<file path="config.mk">
export PLATFORM = sky130hd
export DESIGN_NAME = ett_div_step
export DESIGN_NICKNAME = d
export VERILOG_FILES = /design/src/ett_pkg.sv /design/src/ett_div_step.sv
export SDC_FILE = /design/constraint.sdc
export NUM_CORES = 1
export LEC_CHECK = 0
export BUFFER_PORTS_ARGS = -buffer_cell sky130_fd_sc_hd__buf_2
export CAP_MARGIN = 0
export CORE_AREA = 10 10 393 395
export DETAILED_ROUTE_END_ITERATION = 10
export DIE_AREA = 0 0 403 405
export HOLD_SLACK_MARGIN = 0.1
export SYNTH_ARGS = -nofsm -noshare
export SYNTH_HDL_FRONTEND = slang
export SYNTH_SLANG_ARGS = --single-unit
</file>
<file path="constraint.sdc">
create_clock -name clk_i -period 0.8 [get_ports clk_i]
set_input_delay 0.16 -clock clk_i [delete_from_list [all_inputs] [get_ports clk_i]]
set_output_delay 0.16 -clock clk_i [all_outputs]
set_load 0.005 [all_outputs]
</file>
<file path="src/ett_pkg.sv">
`timescale 1ns / 1ps

package ett_pkg;

  localparam int unsigned TicksPerSecond = 1000000;
  localparam int unsigned Div1Steps = 32;
  localparam int unsigned Div2Steps = 31;
  localparam logic [31:0] UOne = 32'h8000_0000;

  typedef enum logic [1:0] {
    REG_BASE_DURATION = 2'd0,
    REG_MIN_VELOCITY  = 2'd1,
    REG_EASE_MODE     = 2'd2
  } reg_idx_e;

  typedef struct packed {
    logic signed [31:0] from_value;
    logic signed [31:0] to_value;
    logic [63:0]        start_time;
    logic [63:0]        now_time;
  } in_item_t;

  typedef struct packed {
    logic signed [31:0] value;
    logic               settled;
  } out_item_t;

  typedef struct packed {
    logic [31:0] from_value;
    logic        up;
    logic [31:0] len;
    logic [63:0] elapsed;
    logic [51:0] need;
    logic [63:0] floor_prod;
    logic        slow;
    logic [31:0] dur;
    logic        settled;
    logic [32:0] rem;
    logic [31:0] quo;
    logic        lower;
    logic [61:0] sq;
    logic [31:0] ease;
    logic [63:0] prod;
  } pipe_t;

endpackage

</file>
<file path="src/ett_div_step.sv">
`timescale 1ns / 1ps

module ett_div_step (
  input  logic              clk_i,
  input  logic              rst_ni,
  input  logic              en_i,
  input  logic              valid_i,
  input  ett_pkg::pipe_t    pipe_i,
  input  logic              bit_i,
  input  logic [31:0]       divisor_i,
  output logic              valid_o,
  output ett_pkg::pipe_t    pipe_o
);

  logic [32:0]    trial;
  logic           fits;
  ett_pkg::pipe_t pipe_d;
  ett_pkg::pipe_t pipe_q;
  logic           valid_q;

  always_comb begin
    trial = {pipe_i.rem[31:0], bit_i};
    fits = trial >= {1'b0, divisor_i};
    pipe_d = pipe_i;
    pipe_d.rem = fits ? (trial - {1'b0, divisor_i}) : trial;
    pipe_d.quo = {pipe_i.quo[30:0], fits};
  end

  always_ff @(posedge clk_i or negedge rst_ni) begin
    if (!rst_ni) begin
      valid_q <= 1'b0;
    end else if (en_i) begin
      valid_q <= valid_i;
    end
  end

  always_ff @(posedge clk_i) begin
    if (en_i) begin
      pipe_q <= pipe_d;
    end
  end

  assign valid_o = valid_q;
  assign pipe_o = pipe_q;

endmodule

</file>
After elaboration in Yosys (flattened, before gate mapping)
Cells that the tools add are included.
{"block": "classes", "n_addsub": 1, "n_lt_le_gt_ge": 1, "n_mux": 1}
{"cell": ">= comparator 33 x 32 -> 1 bit", "n": 1}
{"cell": "2-to-1 mux 33 bit", "n": 1}
{"cell": "subtractor 33 x 32 -> 33 bit", "n": 1}
{"block": "word_totals", "regBits": 504, "input_bits": 540, "output_inout_bits": 504}

Longest topological paths before layout
{"block": "depth", "word_depth": 2, "mapped_depth": 13}

Worst setup path before layout
Ideal clock, no wire load.
{"block": "synth_timing", "kind": "input to register", "from": "input divisor_i[15]", "to": "register pipe_q, in the netlist pipe_o[223] (data pin)", "setup_time_ns": 0.260, "arrival_time_ns": 2.584, "t_required_ns": 0.540, "path_slack_ns": -2.045, "stages": 12, "path_buffers": 1, "cell_sequence": "inv_1 ha_1 buf_6 a21o_1 a211oi_2 inv_2 a2111oi_4 nand2_2 a221o_2 a221oi_4 o21ai_2 mux2_4"}
{"item": "start, declared", "line_no": "ett_div_step.sv:10", "rtl": "input logic [31:0] divisor_i,"}
{"item": "end signal, assigned", "line_no": "ett_div_step.sv:39", "rtl": "pipe_q <= pipe_d;"}
{"item": "end, declared", "line_no": "ett_div_step.sv:18", "rtl": "ett_pkg::pipe_t pipe_q;"}

==> Flow_metrics.wiki <==
{| class="wikitable"
! Metric !! Value
|-
| Outcome || complete, but fails checks
|-
| Violated checks || negative hold slack, negative setup slack
|-
| Count of state elements after synthesis || 504
|-
| Clock Tree Buf Depth || 3
|-
| Die boundary width || 403 um
|-
| Source of the worst register-to-register timing path || valid_o$_DFFE_PN0P_
|-
| Initial Utilization || 11.9%
|-
| Post-detailed-route via-to-cell ratio || 3.46
|-
| Total iterations of the first detailed-routing run || 5
|-
| Slowest cell on crit path || sky130_fd_sc_hd__a211o_1
|-
| Depth of the most critical reg-to-reg path || 1
|-
| Yosys warning count || 0
|-
| Portion of the clock cycle consumed by the worst path in the final layout || 268%
|-
| Placed wire-length estimate after detailed placement || 106 mm
|-
| Main synth FF type || sky130_fd_sc_hd__edfxtp_1
|-
| Minimum clock period || 2.15 ns
|-
| Worst slew slack as a fraction of its limit || 72.9%
|-
| Setup WS pre-CTS || -2.16 ns
|-
| Clock skew || 0 ns
|-
| Biggest fanout along the worst timing path || 3
|-
| Required time at the endpoint of the critical path || 1.19 ns
|-
| Sum of buffers and inverters on the critical path || 3
|-
| Core area || 0.147 sq mm
|-
| Setup CP Type || input pin to flip-flop
|-
| Most numerous cell in the Yosys netlist || sky130_fd_sc_hd__edfxtp_1
|-
| Proportion of layout cells with a drive suffix above 1 || 52.8%
|-
| Average footprint of a synthesized cell || 20.7 sq um
|-
| Number of distinct library cells after synthesis || 53
|-
| Residual overflow from global routing || 0
|-
| Count of cells along the worst hold path || 2
|-
| Top cell type's share of synthesized area || 86.6%
|-
| Critical path, cell by cell || buf_12 > inv_12 > ha_4 > nor2b_4 > o31a_1 > o221a_1 > a211o_1 > a41o_4 > a31o_4 > buf_6 > nor2b_1 > mux2_4
|-
| Power per Cell Area || 2070 mW/mm^2
|-
| Number of global-route vias before repair || 16,826
|-
| Die area || 0.163 sq mm
|-
| Wire length of the first global-routing pass || 159 mm
|-
| Power after layout || 73.3 mW
|-
| CTS tree || built
|-
| Clock input transition at the sequential cells of the worst setup and hold paths || 0.06 ns
|-
| F_max || 466 MHz
|-
| Share of async-settable or async-resettable flops after synthesis || 0.198%
|-
| DRC errors left || 0
|-
| Number of sinks driven by the clock tree || 504
|-
| Total global-route track usage || 14.5%
|-
| Placed insts || 3,968
|-
| Utilization after layout || 24.2%
|-
| Insertion delay of the later-clocked pin in the worst-skew pair || 0.69 ns
|-
| Worst path arrival time || 2.54 ns
|-
| Vias after detailed routing || 16,120
|-
| H-tree lvl count || 2
|-
| Category of the worst setup path capture point || flip-flop
|-
| Setup repair after global routing missed its margin || yes
|-
| Largest net degree at the start of global routing || 35
|-
| Antenna Nets Post-Route || 0
|-
| Die boundary height || 405 um
|-
| Row Count || 141
|-
| Max_cap viols || 0
|-
| Area Growth Syn to Fin || 103%
|-
| Non-Filler Instances || 4,658
|-
| Cell type contributing the most total cell area after synthesis || sky130_fd_sc_hd__edfxtp_1
|-
| Port buffer count || 1,041
|-
| GP Congestion || 0.890
|-
| DRT iter0 DRCs || 1,170
|-
| Hold_ws || -0.0252 ns
|-
| Delay of the slowest cell on the worst path || 0.34 ns
|-
| Number of buffers created by CTS || 60
|-
| Final hold violation count || 9
|-
| Startpoint Class || input pin
|-
| Share of synthesized area occupied by flip-flops and latches || 86.7%
|-
| Type of the worst min-delay path || input pin to flip-flop
|-
| Final #Nets || 3,194
|-
| Count of final setup violators || 541
|-
| Number of placed I/O pins || 1,044
|-
| Worst Hold Endpoint || pipe_o[377]$_DFFE_PP_
|-
| Capturing point of the worst reg2reg path || valid_o$_DFFE_PN0P_
|-
| Start point of the worst hold path || en_i
|-
| EDFF count, synth || 503
|-
| Post-synth top cells || sky130_fd_sc_hd__edfxtp_1, sky130_fd_sc_hd__a21oi_1, sky130_fd_sc_hd__inv_1
|-
| Least-Margin Pin Slew || 0.402 ns
|-
| Reg-to-reg slack, setup || 0.07 ns
|-
| Setup slack of the critical path after layout || -1.35 ns
|-
| Max-slew violations || 0
|-
| Cell types occupying the most area after synthesis || sky130_fd_sc_hd__edfxtp_1, sky130_fd_sc_hd__ha_1, sky130_fd_sc_hd__a21oi_1, sky130_fd_sc_hd__inv_1, sky130_fd_sc_hd__xnor2_1
|-
| Post-Synthesis Cell Area || 0.0174 sq mm
|-
| Initial antenna violation count || 145
|-
| Number of cells produced by synthesis || 841
|-
| Root Buffer Master || sky130_fd_sc_hd__clkbuf_16
|-
| Cell family with the largest share of critical-path delay || compound AO/OA/AOI/OAI gates
|-
| Wire length reported by the detailed router || 126 mm
|-
| Peak ir drop on the vdd network || 0.00194 V
|-
| WL/cell || 27.0 um
|-
| Syn nets || 1,414
|-
| Leakage Power || 14.7 nW
|}
==> how the worst max path moves through the flow <==
stage / to / slack (ns) / cells past startpoint / from
2_1_floorplan: pipe_o[223]$_DFFE_PP_ / -1.77 / 12 / divisor_i[15]
3_3_place_gp: pipe_o[220]$_DFFE_PP_ / -2.06 / 10 / pipe_i[199]
3_5_place_dp: pipe_o[217]$_DFFE_PP_ / -2.16 / 11 / divisor_i[9]
4_1_cts: pipe_o[223]$_DFFE_PP_ / -1.28 / 13 / bit_i
5_1_grt: pipe_o[223]$_DFFE_PP_ / -1.36 / 12 / divisor_i[1]
6_report: pipe_o[223]$_DFFE_PP_ / -1.35 / 12 / divisor_i[1]
==> logic make-up after synthesis <==
kind of cell	after synthesis	share of synthesized area, %
muxes	14	0.925
AOI/OAI and AO/OA	117	4.58
xor gates and xnor gates	27	1.36
and+or+nand+nor	91	2.53
buffers and inverters	55	1.45
DFF	504	86.7
adders and majority gates	33	2.41
==> metrics by stage <==
stage | area [sq um] | TNS (ns)
4_1_cts | 35100 | -365.25
5_1_grt | 35400 | -364.78
2_1_floorplan | 17700 | -54.67
3_5_place_dp | 26700 | -193.50
3_3_place_gp | 26700 | -191.34
6_report | 35500 | -329.29
==> state kept, by name (all words and copies together), names as in the netlist <==
name / cells
pipe_o: 503
valid_o: 1
==> report_power, final <==
part	internal [mW]	switching, mW
Clock	15.5	12.0
Sequential	31.6	0.937
Combinational	6.94	6.32
Total	54.1	19.2
==> final cells by class <==
class,count,area [sq um]
clock inverter,36,409
sequential,504,15100
tap,1930,2410
fill,15357,111000
multi-input combinational,282,2600
clock buffer,73,1550
antenna,60,150
inverter,42,185
timing repair buffer,1731,13000
==> per-layer routing <==
layer / track usage (%) / wire length (um) / vias to the layer above
met1: 16.5 / 47300 / 7811
li1: - / - / 6932
met4: 7.79 / 7810 / 102
met3: 6.41 / 13300 / 289
met2: 22.7 / 56500 / 986
met5: 0 / 650 / -
==> cell usage in the layout (no fill, tap or decap), types with 5 or more instances in the layout <==
master	netlist	layout
sky130_fd_sc_hd__nand3_1	11	10
sky130_fd_sc_hd__xnor2_1	17	15
sky130_fd_sc_hd__buf_4	1	150
sky130_fd_sc_hd__mux2_4	1	13
sky130_fd_sc_hd__clkbuf_16	1	60
sky130_fd_sc_hd__clkinv_1	0	9
sky130_fd_sc_hd__buf_6	2	166
sky130_fd_sc_hd__and2_1	7	7
sky130_fd_sc_hd__o21ai_0	14	11
sky130_fd_sc_hd__edfxtp_1	503	503
sky130_fd_sc_hd__nor2_2	0	7
sky130_fd_sc_hd__nand2b_1	6	5
sky130_fd_sc_hd__a21oi_2	0	14
sky130_fd_sc_hd__clkbuf_1	4	13
sky130_fd_sc_hd__o21bai_1	7	7
sky130_fd_sc_hd__a21oi_1	46	28
sky130_fd_sc_hd__ha_1	32	16
sky130_fd_sc_hd__xor2_1	10	10
sky130_fd_sc_hd__buf_2	5	880
sky130_fd_sc_hd__inv_1	41	35
sky130_fd_sc_hd__diode_2	0	60
sky130_fd_sc_hd__nand2_1	15	15
sky130_fd_sc_hd__a21o_1	14	14
sky130_fd_sc_hd__bufinv_16	0	5
sky130_fd_sc_hd__nor3_1	8	8
sky130_fd_sc_hd__dlygate4sd3_1	0	508
sky130_fd_sc_hd__ha_4	0	16
sky130_fd_sc_hd__nor2_1	28	11
sky130_fd_sc_hd__nor2_4	0	10
sky130_fd_sc_hd__clkinv_2	0	7
sky130_fd_sc_hd__clkinvlp_4	0	6
sky130_fd_sc_hd__buf_12	0	23
==> timing repair <==
action / 4_1_cts / 5_1_grt
setup buffers: 11 / 1
resized for setup: 375 / 41
hold buffers: 506 / 3
pin swaps: 26 / 21
endpoints found under the setup margin: 538 / 539
cloned: 1 / 0
endpoints found under the hold margin: 817 / 142
(Power assumes the default switching activity.)
